File: config.mk
export PLATFORM = sky130hd
export DESIGN_NAME = fcam_mul
export DESIGN_NICKNAME = d
export VERILOG_FILES = /design/src/rtl/fcam_pkg.sv /design/src/rtl/fcam_mul.sv
export SDC_FILE = /design/constraint.sdc
export NUM_CORES = 1
export LEC_CHECK = 0
export BUFFER_PORTS_ARGS = -buffer_cell sky130_fd_sc_hd__buf_2
export CORE_MARGIN = 2
export CORE_UTILIZATION = 40
export DETAILED_ROUTE_END_ITERATION = 8
export PLACE_DENSITY = 0.69
export SETUP_SLACK_MARGIN = 0.15
export SYNTH_ARGS = -nofsm -noshare
export SYNTH_HDL_FRONTEND = slang
export SYNTH_SLANG_ARGS = --single-unit
File: constraint.sdc
create_clock -name i_clk -period 9.1 [get_ports i_clk]
set_clock_uncertainty 0.1 [all_clocks]
set_input_delay 2.275 -clock i_clk [delete_from_list [all_inputs] [get_ports i_clk]]
set_output_delay 2.275 -clock i_clk [all_outputs]
set_load 0.01 [all_outputs]
File: src/rtl/fcam_pkg.sv
// shared types, constants and helper functions of the fly camera
// no dependencies; used by every other file of the block
package fcam_pkg;

    localparam int CORDIC_STEPS_DEF = 16;
    localparam int ADDR_W = 5;
    localparam int MUL_W = 34;
    localparam int PROD_W = 2 * MUL_W;
    localparam int NUM_W = 48;
    localparam int DEN_W = 32;

    localparam logic [2:0] REG_LOOK_GAIN = 3'd0;
    localparam logic [2:0] REG_MOVE_STEP = 3'd1;
    localparam logic [2:0] REG_WORLD_UP_X = 3'd2;
    localparam logic [2:0] REG_WORLD_UP_Y = 3'd3;
    localparam logic [2:0] REG_WORLD_UP_Z = 3'd4;

    localparam logic [15:0] LOOK_GAIN_RST = 16'd6554;
    localparam logic [19:0] MOVE_STEP_RST = 20'd16384;
    localparam logic signed [15:0] ONE14 = 16'sd16384;

    localparam logic signed [15:0] QUARTER = 16'sd11520;
    localparam logic signed [15:0] YAW_HALF = 16'sd23040;
    localparam logic [24:0] YAW_SPAN = 25'd46080;
    localparam logic [24:0] WRAP_BIAS = 25'd5921280;
    localparam logic [24:0] WRAP_HALF = 25'd23040;
    localparam logic signed [24:0] PITCH_LIM = 25'sd11392;
    localparam logic signed [33:0] CORDIC_K = 34'sd652032874;

    typedef logic signed [15:0] t_v16;
    typedef logic signed [31:0] t_v32;
    typedef logic signed [MUL_W-1:0] t_op;
    typedef logic signed [PROD_W-1:0] t_prod;

    function automatic logic [22:0] atan_deg(input logic [4:0] i);
        case (i)
            5'd0: return 23'd2949120;
            5'd1: return 23'd1740967;
            5'd2: return 23'd919879;
            5'd3: return 23'd466945;
            5'd4: return 23'd234379;
            5'd5: return 23'd117304;
            5'd6: return 23'd58666;
            5'd7: return 23'd29335;
            5'd8: return 23'd14668;
            5'd9: return 23'd7334;
            5'd10: return 23'd3667;
            5'd11: return 23'd1833;
            5'd12: return 23'd917;
            5'd13: return 23'd458;
            5'd14: return 23'd229;
            5'd15: return 23'd115;
            5'd16: return 23'd57;
            5'd17: return 23'd29;
            5'd18: return 23'd14;
            5'd19: return 23'd7;
            5'd20: return 23'd4;
            5'd21: return 23'd2;
            5'd22: return 23'd1;
            default: return 23'd0;
        endcase
    endfunction

    // divide by 2^s, round to nearest, ties away from zero
    function automatic t_prod rnd_shr(input t_prod v, input int s);
        logic [PROD_W-1:0] mag;
        logic [PROD_W-1:0] q;
        mag = v[PROD_W-1] ? PROD_W'(-v) : PROD_W'(v);
        q = (mag + (PROD_W'(1) << (s - 1))) >> s;
        return v[PROD_W-1] ? -$signed(q) : $signed(q);
    endfunction

    function automatic t_v16 sat16(input t_prod v);
        if (v > t_prod'(32767)) return 16'sh7fff;
        if (v < -t_prod'(32768)) return 16'sh8000;
        return 16'(v);
    endfunction

    function automatic t_v32 sat32(input t_prod v);
        if (v > t_prod'(64'sh7fffffff)) return 32'sh7fffffff;
        if (v < t_prod'(-64'sh80000000)) return 32'sh80000000;
        return 32'(v);
    endfunction

    function automatic t_v16 clamp_pitch(input logic signed [24:0] v);
        if (v > PITCH_LIM) return 16'(PITCH_LIM);
        if (v < -PITCH_LIM) return 16'(-PITCH_LIM);
        return 16'(v);
    endfunction

    // rounded quotient magnitude with sign, saturated to 16 bits
    function automatic t_v16 sat_quo(input logic [NUM_W-1:0] q, input logic neg);
        if (neg) begin
            if (q >= NUM_W'(32768)) return 16'sh8000;
            return -$signed(16'(q));
        end
        if (q >= NUM_W'(32767)) return 16'sh7fff;
        return $signed(16'(q));
    endfunction

endpackage

File: src/rtl/fcam_mul.sv
// bit-serial signed multiplier, one multiplier bit per cycle
// depends on fcam_pkg for operand and product widths
module fcam_mul (
    input  logic                i_clk,
    input  logic                i_rst_n,
    input  logic                i_start,
    input  fcam_pkg::t_op       i_a,
    input  fcam_pkg::t_op       i_b,
    output logic                o_done,
    output fcam_pkg::t_prod     o_prod
);
    localparam int W = fcam_pkg::MUL_W;
    localparam int CW = $clog2(W + 1);

    logic          r_busy;
    logic          r_done;
    logic [CW-1:0] r_cnt;
    logic [W-1:0]  r_ma;
    logic [W-1:0]  r_mb;
    logic [2*W-1:0] r_acc;
    logic          r_neg;
    logic [W:0]    w_sum;

    assign w_sum = {1'b0, r_acc[2*W-1:W]} + (r_mb[0] ? {1'b0, r_ma} : '0);

    always_ff @(posedge i_clk) begin
        if (!i_rst_n) begin
            r_busy <= 1'b0;
            r_done <= 1'b0;
            r_cnt <= '0;
        end else begin
            r_done <= 1'b0;
            if (i_start) begin
                r_busy <= 1'b1;
                r_cnt <= CW'(W);
                r_ma <= i_a[W-1] ? W'(-i_a) : W'(i_a);
                r_mb <= i_b[W-1] ? W'(-i_b) : W'(i_b);
                r_neg <= i_a[W-1] ^ i_b[W-1];
                r_acc <= '0;
            end else if (r_busy) begin
                r_acc <= {w_sum, r_acc[W-1:1]};
                r_mb <= r_mb >> 1;
                r_cnt <= r_cnt - 1'b1;
                if (r_cnt == CW'(1)) begin
                    r_busy <= 1'b0;
                    r_done <= 1'b1;
                end
            end
        end
    end

    assign o_done = r_done;
    assign o_prod = r_neg ? -$signed(r_acc) : $signed(r_acc);
endmodule

# == Yosys cells after proc, flatten, opt, wreduce, memory -nomap -nowiden ==
# Index checks and enable logic that the tools add are counted.
# totals
reg_bits,145
input_bits,71
# op_classes
n_mux,13
bitwise,3
n_reduce_logical,5
add_sub_neg,5
eq_ne,1
# op_table
cell,count
two-way mux 34 bit,4
two-way mux 68 bit,2
negation 34 bit,2
negation 68 bit,1
adder 34 x 34 -> 35 bit,1
two-way mux 33 bit,1
two-way mux 6 bit,2
"equality test 6 x 1 -> 1 bit, second input constant",1
"subtractor 6 x 1 -> 6 bit, second input constant",1
two-way mux 1 bit,4
AND reduction 2 bit,2
OR reduction 3 bit,1
inverter 1 bit,2
nonzero test 2 bit,1
OR reduction 2 bit,1
bitwise XOR 1 bit,1

# == Longest topological paths before layout ==
# logic_depth
depth_word,4
depth_mapped,11
depth_no_buf,11

# == Least setup slack after synthesis ==
# Ideal clock, no wire load.
# synth_timing
path_kind,input-to-reg
startpoint,input port i_start
endpoint,register r_acc[0] (enable)
arrival_ps,5114
slack_ps,3416
path_stages,3
setup_time_ps,470
cell_sequence,clkbuf_1 > clkbuf_1 > o21a_1
# synth_via
elab_chain_len,2
# synth_rtl
element,line_no,source
from (decl),fcam_mul.sv:6,"input logic i_start,"
nonzero test 2 bit (no source line),n/a,
AND reduction 2 bit (no source line),n/a,
to (signal assigned),fcam_mul.sv:41,"r_acc <= {w_sum, r_acc[W-1:1]};"
to (decl),fcam_mul.sv:20,logic [2*W-1:0] r_acc;
# Every way passes these cells.
# A chain may end at the register's enable or synchronous reset.

# == Final worst setup path ==
# layout_timing
startpoint,register r_acc[35]
endpoint,output port o_prod[59]
# layout_via
elab_chain_len,2
# layout_rtl
element,line_no,source
negation 68 bit,fcam_mul.sv:53,assign o_prod = r_neg ? -$signed(r_acc) : $signed(r_acc);
two-way mux 68 bit,fcam_mul.sv:53,
to (decl),fcam_mul.sv:10,output fcam_pkg::t_prod o_prod
# Every way passes these cells.

==> metrics <==
final hold vios=0; pre-CTS WS=3740 ps; fin nets=1272; M2 GR Usage=25.8%; GR Util met3=2.70%; worst setup margin=3320 ps; vias in the first global route=7550; Die W=163 um; Leak=0.00427 uW; Die ar.=26500 um^2; DRC Markers=0; Die Ht=163 um; Clock Latency Late Sink=420 ps; synthesized cell area=10100 um^2; worst path required time=6730 ps; number of distinct library cells after synthesis=62; clk root buf=clkbuf_16; Resized cells post-CTS=0; synth warn=0; overall fraction of global-route tracks in use=17.5%; Post-CTS Repair Setup Buffers=0; Final GP Congestion=0.859; critical path class=flip-flop to output pin; row cnt=58; Hold Crit Class=flip-flop to flip-flop; ys flop type=edfxtp_1; final WL=23100 um; syn_area_per_cell=9.67 um^2; met1 Resource Use GR=26.3%; setup TNS=0 ps; Max rail drop VDD=0.105 mV; Synth Instances=1045; Max Buffers Root-to-Sink=2; Power Dens Cells=177 nW/um^2; Critical Path AT=3400 ps; DR WL/cell=15.4 um; Layout area overhead=15.8%; share of layout cells above drive strength 1=17.7%; first-pass GRT wire length=37600 um; worst-path fanout max=7; initial core utilization=40.5%; sequential area share after synthesis=42.3%; Synth area leaders=edfxtp_1 41%, xnor2_1 10%, ha_1 4.8%; commonest cells in the netlist=137 x edfxtp_1, 115 x xnor2_1, 98 x nor2_1; CTS Sinks=145; RSZ-0062 raised after global routing=no; fin util=46.9%; Post-synth EDFFs=137; fin crit share=63.5%; Crit. End Element=output pin; grt peak-use layer=met1; most common cell in the netlist=edfxtp_1; Final Max Slew Viols=0; I/O Buffers=139; DR iter-0 viols=693; final setup vio count=0; asr flop ratio synth=0%; minimum clock period=5780 ps; Routed Antenna Nets=0; Max-Cap Viols=0; IO Count=140; largest net degree at the start of global routing=86; startpoint types=flip-flop; Mapped Nets=1156; Synth top area share=40.7%; Slew headroom=41.4%; CTS tree=done; htree depth=4; Tightest Pin Transition=880 ps; FMAX=0.173 GHz; clock-pin slew on the worst setup and hold paths=60 ps; CTS Buf Count=17; Initial DRT Pass Iterations=5; grt ovf=0; status=finished, final reports clean; via count=8014; # hold bufs at CTS=0; post-synthesis register bit count=145; DP HPWL=17300 um; Yosys top cell by area=edfxtp_1; via density per instance=5.33; initial antenna violation count=0; core area=25000 um^2; n_diodes=0
-- final timing paths --
kind	start	to	slack (ps)	cells after the start
setup / recovery	r_acc[35]$_SDFFCE_PP0P_	o_prod[59]	3320	8
hold / removal	r_cnt[0]$_SDFFE_PP0P_	r_cnt[0]$_SDFFE_PP0P_	450	2
setup reg to reg	r_mb[0]$_DFFE_PP_	r_acc[59]$_SDFFCE_PP0P_	5030	11
hold reg to reg	r_cnt[0]$_SDFFE_PP0P_	r_cnt[0]$_SDFFE_PP0P_	450	2
-- routing by layer --
layer | vias to the layer above | wire length (um)
met5 | - | 0
met4 | 0 | 327
met3 | 26 | 1260
met2 | 205 | 9980
met1 | 3722 | 11600
li1 | 4061 | -
-- power breakdown --
group	switching, uW	internal [uW]	total (uW)	leakage [uW]
logic	270	200	470	0.00259
registers	46.2	800	846	0.00138
clock network	288	462	750	0.000306
total	604	1460	2070	0.00427
-- cell families (layout without fill, tap and decap cells) --
family / after synthesis / in the layout / share of synthesized area, %
buffers and inverters: 67 / 196 / 2.53
adders and majority gates: 40 / 40 / 5.03
AOI/OAI and AO/OA: 248 / 248 / 15.7
xor gates and xnor gates: 154 / 154 / 13.3
muxes: 8 / 8 / 0.879
DFF: 145 / 145 / 42.3
and+or+nand+nor: 383 / 383 / 20.2
-- through the flow --
stage | area [um^2] | cells | hold WS (ps) | total power [uW]
2_1_floorplan | 10100 | 1045 | 407 | 1180
3_3_place_gp | 11100 | 1472 | 433 | 1320
4_1_cts | 11700 | 1504 | 458 | 2080
6_report | 11700 | 1504 | 454 | 2070
3_5_place_dp | 11100 | 1472 | 447 | 1330
5_1_grt | 11700 | 1504 | 489 | 2170
-- area by class of cell --
class | instances | area [um^2]
well taps | 330 | 413
inverters | 21 | 78.8
multi-input cells | 833 | 5580
fillers | 2397 | 13300
repair buffers | 143 | 728
clock inverters | 15 | 203
clock buffers | 17 | 425
flip-flops and latches | 145 | 4270
-- critical path: stages, from the launching register on --
cell,delay (ps)
edfxtp_1,480
or4_1,640
nor4_1,380
nand2_1,140
nor3_1,320
nand2_1,290
o41ai_1,390
xnor2_1,180
buf_2,160
-- registers in the layout, summed over array words and instances, names as in the netlist --
register  cells
r_mb         34
r_busy        1
r_acc        68
o_done        1
r_neg         1
r_ma         34
r_cnt         6
-- cells in the final DEF (no fill, tap or decap), types with 8 or more instances in the layout --
| cell type | count |
|---|---|
| ha_1 | 39 |
| clkbuf_16 | 17 |
| nand4_1 | 16 |
| and2_1 | 34 |
| dfxtp_1 | 8 |
| nand2_1 | 72 |
| a21oi_1 | 77 |
| edfxtp_1 | 137 |
| xor2_1 | 39 |
| buf_2 | 138 |
| o31ai_1 | 37 |
| o41ai_1 | 14 |
| or4_1 | 16 |
| nor2b_1 | 44 |
| inv_1 | 21 |
| nor4_1 | 11 |
| xnor2_1 | 115 |
| nor3_1 | 13 |
| nor2_1 | 98 |
| o21ai_0 | 63 |
| o21bai_1 | 8 |
| a21o_1 | 10 |
| nand2b_1 | 13 |
| or3_1 | 26 |
Note: power is estimated with default switching activity, not from simulation.
