--- config.mk ---
export PLATFORM = sky130hd
export DESIGN_NAME = fcam_div
export DESIGN_NICKNAME = d
export VERILOG_FILES = /design/src/rtl/fcam_pkg.sv /design/src/rtl/fcam_div.sv
export SDC_FILE = /design/constraint.sdc
export NUM_CORES = 1
export LEC_CHECK = 0
export BUFFER_PORTS_ARGS = -buffer_cell sky130_fd_sc_hd__buf_2
export CAP_MARGIN = 10
export CELL_PAD_IN_SITES_DETAIL_PLACEMENT = 1
export CELL_PAD_IN_SITES_GLOBAL_PLACEMENT = 1
export CORE_MARGIN = 2
export CORE_UTILIZATION = 30
export DETAILED_ROUTE_END_ITERATION = 8
export MAX_ROUTING_LAYER = met4
export PLACE_DENSITY = 0.58
export REMOVE_ABC_BUFFERS = 1
export SLEW_MARGIN = 25
export SYNTH_ARGS = -nofsm -noshare
export SYNTH_HDL_FRONTEND = slang
export SYNTH_SLANG_ARGS = --single-unit
export TNS_END_PERCENT = 50
--- constraint.sdc ---
create_clock -name i_clk -period 6.3 [get_ports i_clk]
set_input_delay 0.315 -clock i_clk [delete_from_list [all_inputs] [get_ports i_clk]]
set_output_delay 0.315 -clock i_clk [all_outputs]
set_load 0.01 [all_outputs]
--- src/rtl/fcam_pkg.sv ---
// shared types, constants and helper functions of the fly camera
// no dependencies; used by every other file of the block
package fcam_pkg;

    localparam int CORDIC_STEPS_DEF = 16;
    localparam int ADDR_W = 5;
    localparam int MUL_W = 34;
    localparam int PROD_W = 2 * MUL_W;
    localparam int NUM_W = 48;
    localparam int DEN_W = 32;

    localparam logic [2:0] REG_LOOK_GAIN = 3'd0;
    localparam logic [2:0] REG_MOVE_STEP = 3'd1;
    localparam logic [2:0] REG_WORLD_UP_X = 3'd2;
    localparam logic [2:0] REG_WORLD_UP_Y = 3'd3;
    localparam logic [2:0] REG_WORLD_UP_Z = 3'd4;

    localparam logic [15:0] LOOK_GAIN_RST = 16'd6554;
    localparam logic [19:0] MOVE_STEP_RST = 20'd16384;
    localparam logic signed [15:0] ONE14 = 16'sd16384;

    localparam logic signed [15:0] QUARTER = 16'sd11520;
    localparam logic signed [15:0] YAW_HALF = 16'sd23040;
    localparam logic [24:0] YAW_SPAN = 25'd46080;
    localparam logic [24:0] WRAP_BIAS = 25'd5921280;
    localparam logic [24:0] WRAP_HALF = 25'd23040;
    localparam logic signed [24:0] PITCH_LIM = 25'sd11392;
    localparam logic signed [33:0] CORDIC_K = 34'sd652032874;

    typedef logic signed [15:0] t_v16;
    typedef logic signed [31:0] t_v32;
    typedef logic signed [MUL_W-1:0] t_op;
    typedef logic signed [PROD_W-1:0] t_prod;

    function automatic logic [22:0] atan_deg(input logic [4:0] i);
        case (i)
            5'd0: return 23'd2949120;
            5'd1: return 23'd1740967;
            5'd2: return 23'd919879;
            5'd3: return 23'd466945;
            5'd4: return 23'd234379;
            5'd5: return 23'd117304;
            5'd6: return 23'd58666;
            5'd7: return 23'd29335;
            5'd8: return 23'd14668;
            5'd9: return 23'd7334;
            5'd10: return 23'd3667;
            5'd11: return 23'd1833;
            5'd12: return 23'd917;
            5'd13: return 23'd458;
            5'd14: return 23'd229;
            5'd15: return 23'd115;
            5'd16: return 23'd57;
            5'd17: return 23'd29;
            5'd18: return 23'd14;
            5'd19: return 23'd7;
            5'd20: return 23'd4;
            5'd21: return 23'd2;
            5'd22: return 23'd1;
            default: return 23'd0;
        endcase
    endfunction

    // divide by 2^s, round to nearest, ties away from zero
    function automatic t_prod rnd_shr(input t_prod v, input int s);
        logic [PROD_W-1:0] mag;
        logic [PROD_W-1:0] q;
        mag = v[PROD_W-1] ? PROD_W'(-v) : PROD_W'(v);
        q = (mag + (PROD_W'(1) << (s - 1))) >> s;
        return v[PROD_W-1] ? -$signed(q) : $signed(q);
    endfunction

    function automatic t_v16 sat16(input t_prod v);
        if (v > t_prod'(32767)) return 16'sh7fff;
        if (v < -t_prod'(32768)) return 16'sh8000;
        return 16'(v);
    endfunction

    function automatic t_v32 sat32(input t_prod v);
        if (v > t_prod'(64'sh7fffffff)) return 32'sh7fffffff;
        if (v < t_prod'(-64'sh80000000)) return 32'sh80000000;
        return 32'(v);
    endfunction

    function automatic t_v16 clamp_pitch(input logic signed [24:0] v);
        if (v > PITCH_LIM) return 16'(PITCH_LIM);
        if (v < -PITCH_LIM) return 16'(-PITCH_LIM);
        return 16'(v);
    endfunction

    // rounded quotient magnitude with sign, saturated to 16 bits
    function automatic t_v16 sat_quo(input logic [NUM_W-1:0] q, input logic neg);
        if (neg) begin
            if (q >= NUM_W'(32768)) return 16'sh8000;
            return -$signed(16'(q));
        end
        if (q >= NUM_W'(32767)) return 16'sh7fff;
        return $signed(16'(q));
    endfunction

endpackage

--- src/rtl/fcam_div.sv ---
// restoring unsigned divider, one quotient bit per cycle
// depends on fcam_pkg for dividend and divisor widths
module fcam_div (
    input  logic                          i_clk,
    input  logic                          i_rst_n,
    input  logic                          i_start,
    input  logic [fcam_pkg::NUM_W-1:0]    i_num,
    input  logic [fcam_pkg::DEN_W-1:0]    i_den,
    output logic                          o_done,
    output logic [fcam_pkg::NUM_W-1:0]    o_quo
);
    localparam int NW = fcam_pkg::NUM_W;
    localparam int DW = fcam_pkg::DEN_W;
    localparam int CW = $clog2(NW + 1);

    logic          r_busy;
    logic          r_done;
    logic [CW-1:0] r_cnt;
    logic [NW-1:0] r_num;
    logic [DW-1:0] r_rem;
    logic [DW-1:0] r_den;
    logic [DW:0]   w_t;
    logic          w_ge;

    assign w_t = {r_rem, r_num[NW-1]};
    assign w_ge = w_t >= {1'b0, r_den};

    always_ff @(posedge i_clk) begin
        if (!i_rst_n) begin
            r_busy <= 1'b0;
            r_done <= 1'b0;
            r_cnt <= '0;
        end else begin
            r_done <= 1'b0;
            if (i_start) begin
                r_busy <= 1'b1;
                r_cnt <= CW'(NW);
                r_num <= i_num;
                r_den <= i_den;
                r_rem <= '0;
            end else if (r_busy) begin
                r_rem <= w_ge ? DW'(w_t - {1'b0, r_den}) : w_t[DW-1:0];
                r_num <= {r_num[NW-2:0], w_ge};
                r_cnt <= r_cnt - 1'b1;
                if (r_cnt == CW'(1)) begin
                    r_busy <= 1'b0;
                    r_done <= 1'b1;
                end
            end
        end
    end

    assign o_done = r_done;
    assign o_quo = r_num;
endmodule

======== Word level (Yosys, flattened, before mapping) ========
Cells that the tools add are included.
operators by class
  add/sub/neg operators ................... 2
  multipliers ............................. 0
  div/mod/pow operators ................... 0
  $lt $le $gt $ge ......................... 1
  eq/ne operators ......................... 1
  shift operators ......................... 0
  multiplexer cells ....................... 10
  bitwise logic cells ..................... 2
  reductions and logical operators ........ 5
operator list
  operator                                                               number
  48-bit 2-to-1 mux                                                      2
  32-bit 2-to-1 mux                                                      2
  33-bit by 32-bit >= comparator with 1-bit output                       1
  32-bit subtractor                                                      1
  6-bit 2-to-1 mux                                                       2
  6-bit by 1-bit equality test with 1-bit output, second input constant  1
  6-bit by 1-bit subtractor with 6-bit output, second input constant     1
  1-bit 2-to-1 mux                                                       4
  2-bit AND reduction                                                    2
  3-bit OR reduction                                                     1
  1-bit inverter                                                         2
  2-bit nonzero test                                                     1
  2-bit OR reduction                                                     1
storage, ports and cells
  register bits after elaboration ......... 120
  bits in latches ......................... 0
  memory bits (writable) .................. 0
  memory bits (read-only) ................. 0
  bits of input ports ..................... 83
  output and inout port bits .............. 49
  logic and storage cells ................. 28
  memories ................................ 0

======== Logic depth before layout (Yosys ltp) ========
  word-level depth ........................ 4
  depth in mapped cells ................... 14
  gate-level depth less buffers ........... 12

======== Worst setup path before layout ========
No wires, ideal clock.
  path type ............................... in2reg
  start ................................... input port i_start
  end ..................................... register r_num[0] (netlist: o_quo[0]), enable pin
  library setup time ...................... 445 ps
  arrival time ............................ 2,781 ps
  required time ........................... 5,855 ps
  setup slack ............................. 3,074 ps
  stages on the path ...................... 3
  path buffers ............................ 2
  cell sequence ........................... clkbuf_1 clkbuf_1 o21a_1
between the ends
  word-level cells in the longest chain between the ends .. 2
RTL lines
  element                        RTL line        text
  start: declaration             fcam_div.sv:6   input logic i_start,
  2-bit nonzero test (no line)   -
  2-bit AND reduction (no line)  -
  end signal: assignment         fcam_div.sv:38  r_num <= i_num;
  end signal: assignment         fcam_div.sv:43  r_num <= {r_num[NW-2:0], w_ge};
  end: declaration               fcam_div.sv:19  logic [NW-1:0] r_num;
Every way passes these cells.
A chain may end at the register's enable or synchronous reset.

======== Worst setup path after layout ========
  start ................................... register r_rem[22]
  end ..................................... register r_rem[31] (data pin)
between the ends
  word-level cells in the longest chain between the ends .. 3
  elaborated cells between the ends (all ways) .. 4
  those cells by class .................... add/sub: 1; order compare: 1; mux: 2
RTL lines
  element                                                                                RTL line                        text
  start: declaration                                                                     fcam_div.sv:20                  logic [DW-1:0] r_rem;
  start signal: assignment                                                               fcam_div.sv:42                  r_rem <= w_ge ? DW'(w_t - {1'b0, r_den}) : w_t[DW-1:0];
  32-bit subtractor or 33-bit by 32-bit >= comparator with 1-bit output (tied branches)  fcam_div.sv:42, fcam_div.sv:26
  32-bit 2-to-1 mux (*)                                                                  fcam_div.sv:42
  32-bit 2-to-1 mux (*)                                                                  fcam_div.sv:41                  end else if (r_busy) begin
Mark *: on every way between the ends. The rest lies on a longest branch, timed or not. The select of a mux whose other input is x is not followed.

==> results.toml <==
[global_route]
grt_max_degree = 71
grt_pass1_vias = 5390
track_usage_pct = 15.4
overflow = 0
antenna_found_initial = 0
grt_pass1_wl_um = 27900

[clock_network]
clock_sink_count = 120
ctsHoldBuffers = 0
cts_tree = "yes"
clock_latency_ns = 0.42
cts_buffers = 17
cts_setup_buffers = 0
clockBufferDepth = 2
cts.htree.levels = 4
cts-root-buf = "clkbuf_16"
cts_resized = 0
clkTransAtPathRegs_ns = 0.06

[run]
cap_viol_max_count = 0

[finish]
diodes = 0
finalInstanceArea_um2 = 8160
final_nets = 817
postLayoutCoreUtil_pct = 37.3
area_growth_pct = 21.9
drive_above_1_share_pct = 32.6

[floorplanning]
fp-row-count = 54
core_area_um2 = 21900
die_area_um2 = 23500
dieHeight_um = 153
dieWidth_um = 153
start_util_pct = 30.6
pin_count = 132

[pwr]
swShare_pct = 30.9
power.internal_mw = 1.72
leakage_nw = 3.38
p_comb_share_pct = 24.0
p_seq_share_pct = 39.9
clkPwrFrac_pct = 36.0
switching_power_mw = 0.769
power.density_nw_per_um2 = 305
peakVddDrop_uv = 176

[timing]
min_period_ns = 3.57
relSlewSlack_pct = 40.9
finalHoldViolCount = 0
min_period_over_period_pct = 56.7
max_freq_mhz = 280
worst_pin_slew_ns = 0.886
timing.clock.skew_ns = 0.0118
slew_violations = 0
timing.setup.tns_ns = 0
setup_viol = 0
rsz0062_at_grt = "no"

[route]
detail-route-antenna-nets = 0
num_vias = 4886
avgRoutedWirePerCell_um = 17.3
dr.pass1.iters = 4
vias_per_cell = 4.93
drc = 0
wl_um = 17200
drtIter0Drc = 190

[placed_design]
dpl-instance-area_um2 = 7620
port_buffers = 131
place.gp.congestion = 0.813
hpwl_um = 12100

[worst_setup_path]
crit_top_cell = "nor3_1"
crit_path_end_kind = "register"
cp_cell_sequence = "ha_1, and3_1, nor2b_1, nand2_1, nor3_1, nor3_1, a31oi_2, nand2_4, and3b_1, or4_1"
cpMaxStageDelayCell = "or4_1"
cp.required_ns = 6.46
critPathMaxStageDelay_ns = 0.46
path_class = "register to register"
arrival_ns = 3.73
crit_fanout = 41
start_kind = "register"

[yosys]
synth_top_area_share_pct = 50.2
yosysSeqAreaShare_pct = 52.6
synth_most_common_cell = "edfxtp_1"
synth_top_area_cell = "edfxtp_1"
synth_common_cells = "edfxtp_1, nor2_1, mux2_2"
synth.yosys.warnings = 0
ys_ff_latch = 120
syn_inst = 569
syn-cell-area_um2 = 6690
synthTopCellsByArea = "edfxtp_1, mux2_2, ha_1"
synth-edff-count = 112
ys_async_sr_fraction_pct = 0
synth_ff_type = "edfxtp_1"
avgSynthCellArea_um2 = 11.8
yosysUniqueCellTypes = 61

[min_path]
hp-class = "primary input to register"

[status]
outcome = "finished clean"
## placed cells by master, fill, tap and decap left out, types with 3 or more instances in the layout
master | Yosys | layout
mux2_2 | 47 | 47
nor3_1 | 9 | 9
o31ai_1 | 4 | 4
clkinv_4 | 0 | 5
xor2_1 | 10 | 10
a31oi_1 | 6 | 6
nand3_1 | 12 | 12
a21oi_1 | 30 | 30
o21a_1 | 8 | 7
ha_1 | 34 | 34
dfxtp_1 | 8 | 8
clkinvlp_4 | 0 | 3
clkbuf_16 | 0 | 17
buf_4 | 2 | 3
a21o_1 | 14 | 14
o21bai_1 | 3 | 3
or2_2 | 5 | 5
nand2b_1 | 4 | 4
a211oi_1 | 4 | 4
nor2_1 | 49 | 49
xnor2_1 | 22 | 22
nor2b_1 | 4 | 4
a21boi_0 | 5 | 5
o21ai_0 | 18 | 18
nand3b_1 | 4 | 4
mux2i_1 | 23 | 23
clkinv_2 | 0 | 4
edfxtp_1 | 112 | 112
nor4_1 | 4 | 4
buf_2 | 9 | 131
a31o_2 | 3 | 3
nand2_1 | 24 | 24
inv_1 | 43 | 43
## power groups by stage
stage	Sequential (mW)	Clock (mW)	Combinational (mW)
after floorplan	1.01	0	0.418
after global placement	1.01	0	0.587
after detailed placement	1.01	0	0.602
after CTS	0.995	0.923	0.607
after global routing	1.00	0.953	0.673
final	0.994	0.897	0.599
## sequential cells by signal, summed over array words and instances (netlist names)
| register | flops |
|---|---|
| o_done | 1 |
| o_quo | 48 |
| r_den | 32 |
| r_cnt | 6 |
| r_busy | 1 |
| r_rem | 32 |
## final timing paths
check / cells after the start / slack, ns / start / end
worst max-delay path: 10 / 2.73 / r_rem[22] / r_rem[31]
worst min-delay path: 1 / 0.07 / i_den[25] / r_den[25]
worst min register to register: 2 / 0.53 / r_cnt[1] / r_cnt[1]
worst max register to register: 10 / 2.73 / r_rem[22] / r_rem[31]
## final cells by class
cell class,instances,area (µm²)
Fill cell,2442,13700
Sequential cell,120,3520
Multi-Input combinational cell,383,2910
Timing Repair Buffer,134,678
Clock buffer,18,429
Tap cell,280,350
Inverter,43,161
Clock inverter,14,104
## worst max-delay path, delay by kind of cell, from the launching register on
family | cells | cell delay (ns)
AOI/OAI and AO/OA | 1 | 0.39
adders and majority gates | 1 | 0.43
DFF | 1 | 0.40
and+or+nand+nor | 8 | 2.09
## metal layers
metal / global-route usage (%) / share of wire [%] / vias up
li1: - / - / 2351
met1: 19.3 / 46 / 2377
met2: 24.9 / 47 / 141
met3: 4.28 / 6.3 / 17
met4: 3.45 / 1.1 / 0
met5: - / 0 / -
## metrics by stage
step | hold WS [ns] | power (mW) | instances | setup slack, ns
floorplan | 0.414 | 1.43 | 546 | 3.24
global placement | 0.482 | 1.59 | 960 | 2.81
detailed placement | 0.494 | 1.61 | 960 | 2.70
CTS | 0.0533 | 2.53 | 992 | 2.68
global route | 0.0571 | 2.63 | 992 | 2.47
finish | 0.0724 | 2.49 | 992 | 2.73
## kinds of logic (layout without fill, tap and decap cells)
group | Yosys count | after routing | share of synthesized area, %
buf+inv | 66 | 209 | 4.00
xor+xnor | 32 | 32 | 4.19
fa+ha+maj | 35 | 35 | 6.65
flops | 120 | 120 | 52.6
compound gates | 111 | 111 | 11.1
simple gates | 135 | 135 | 10.1
mux | 70 | 70 | 11.3
(Power assumes the default switching activity.)
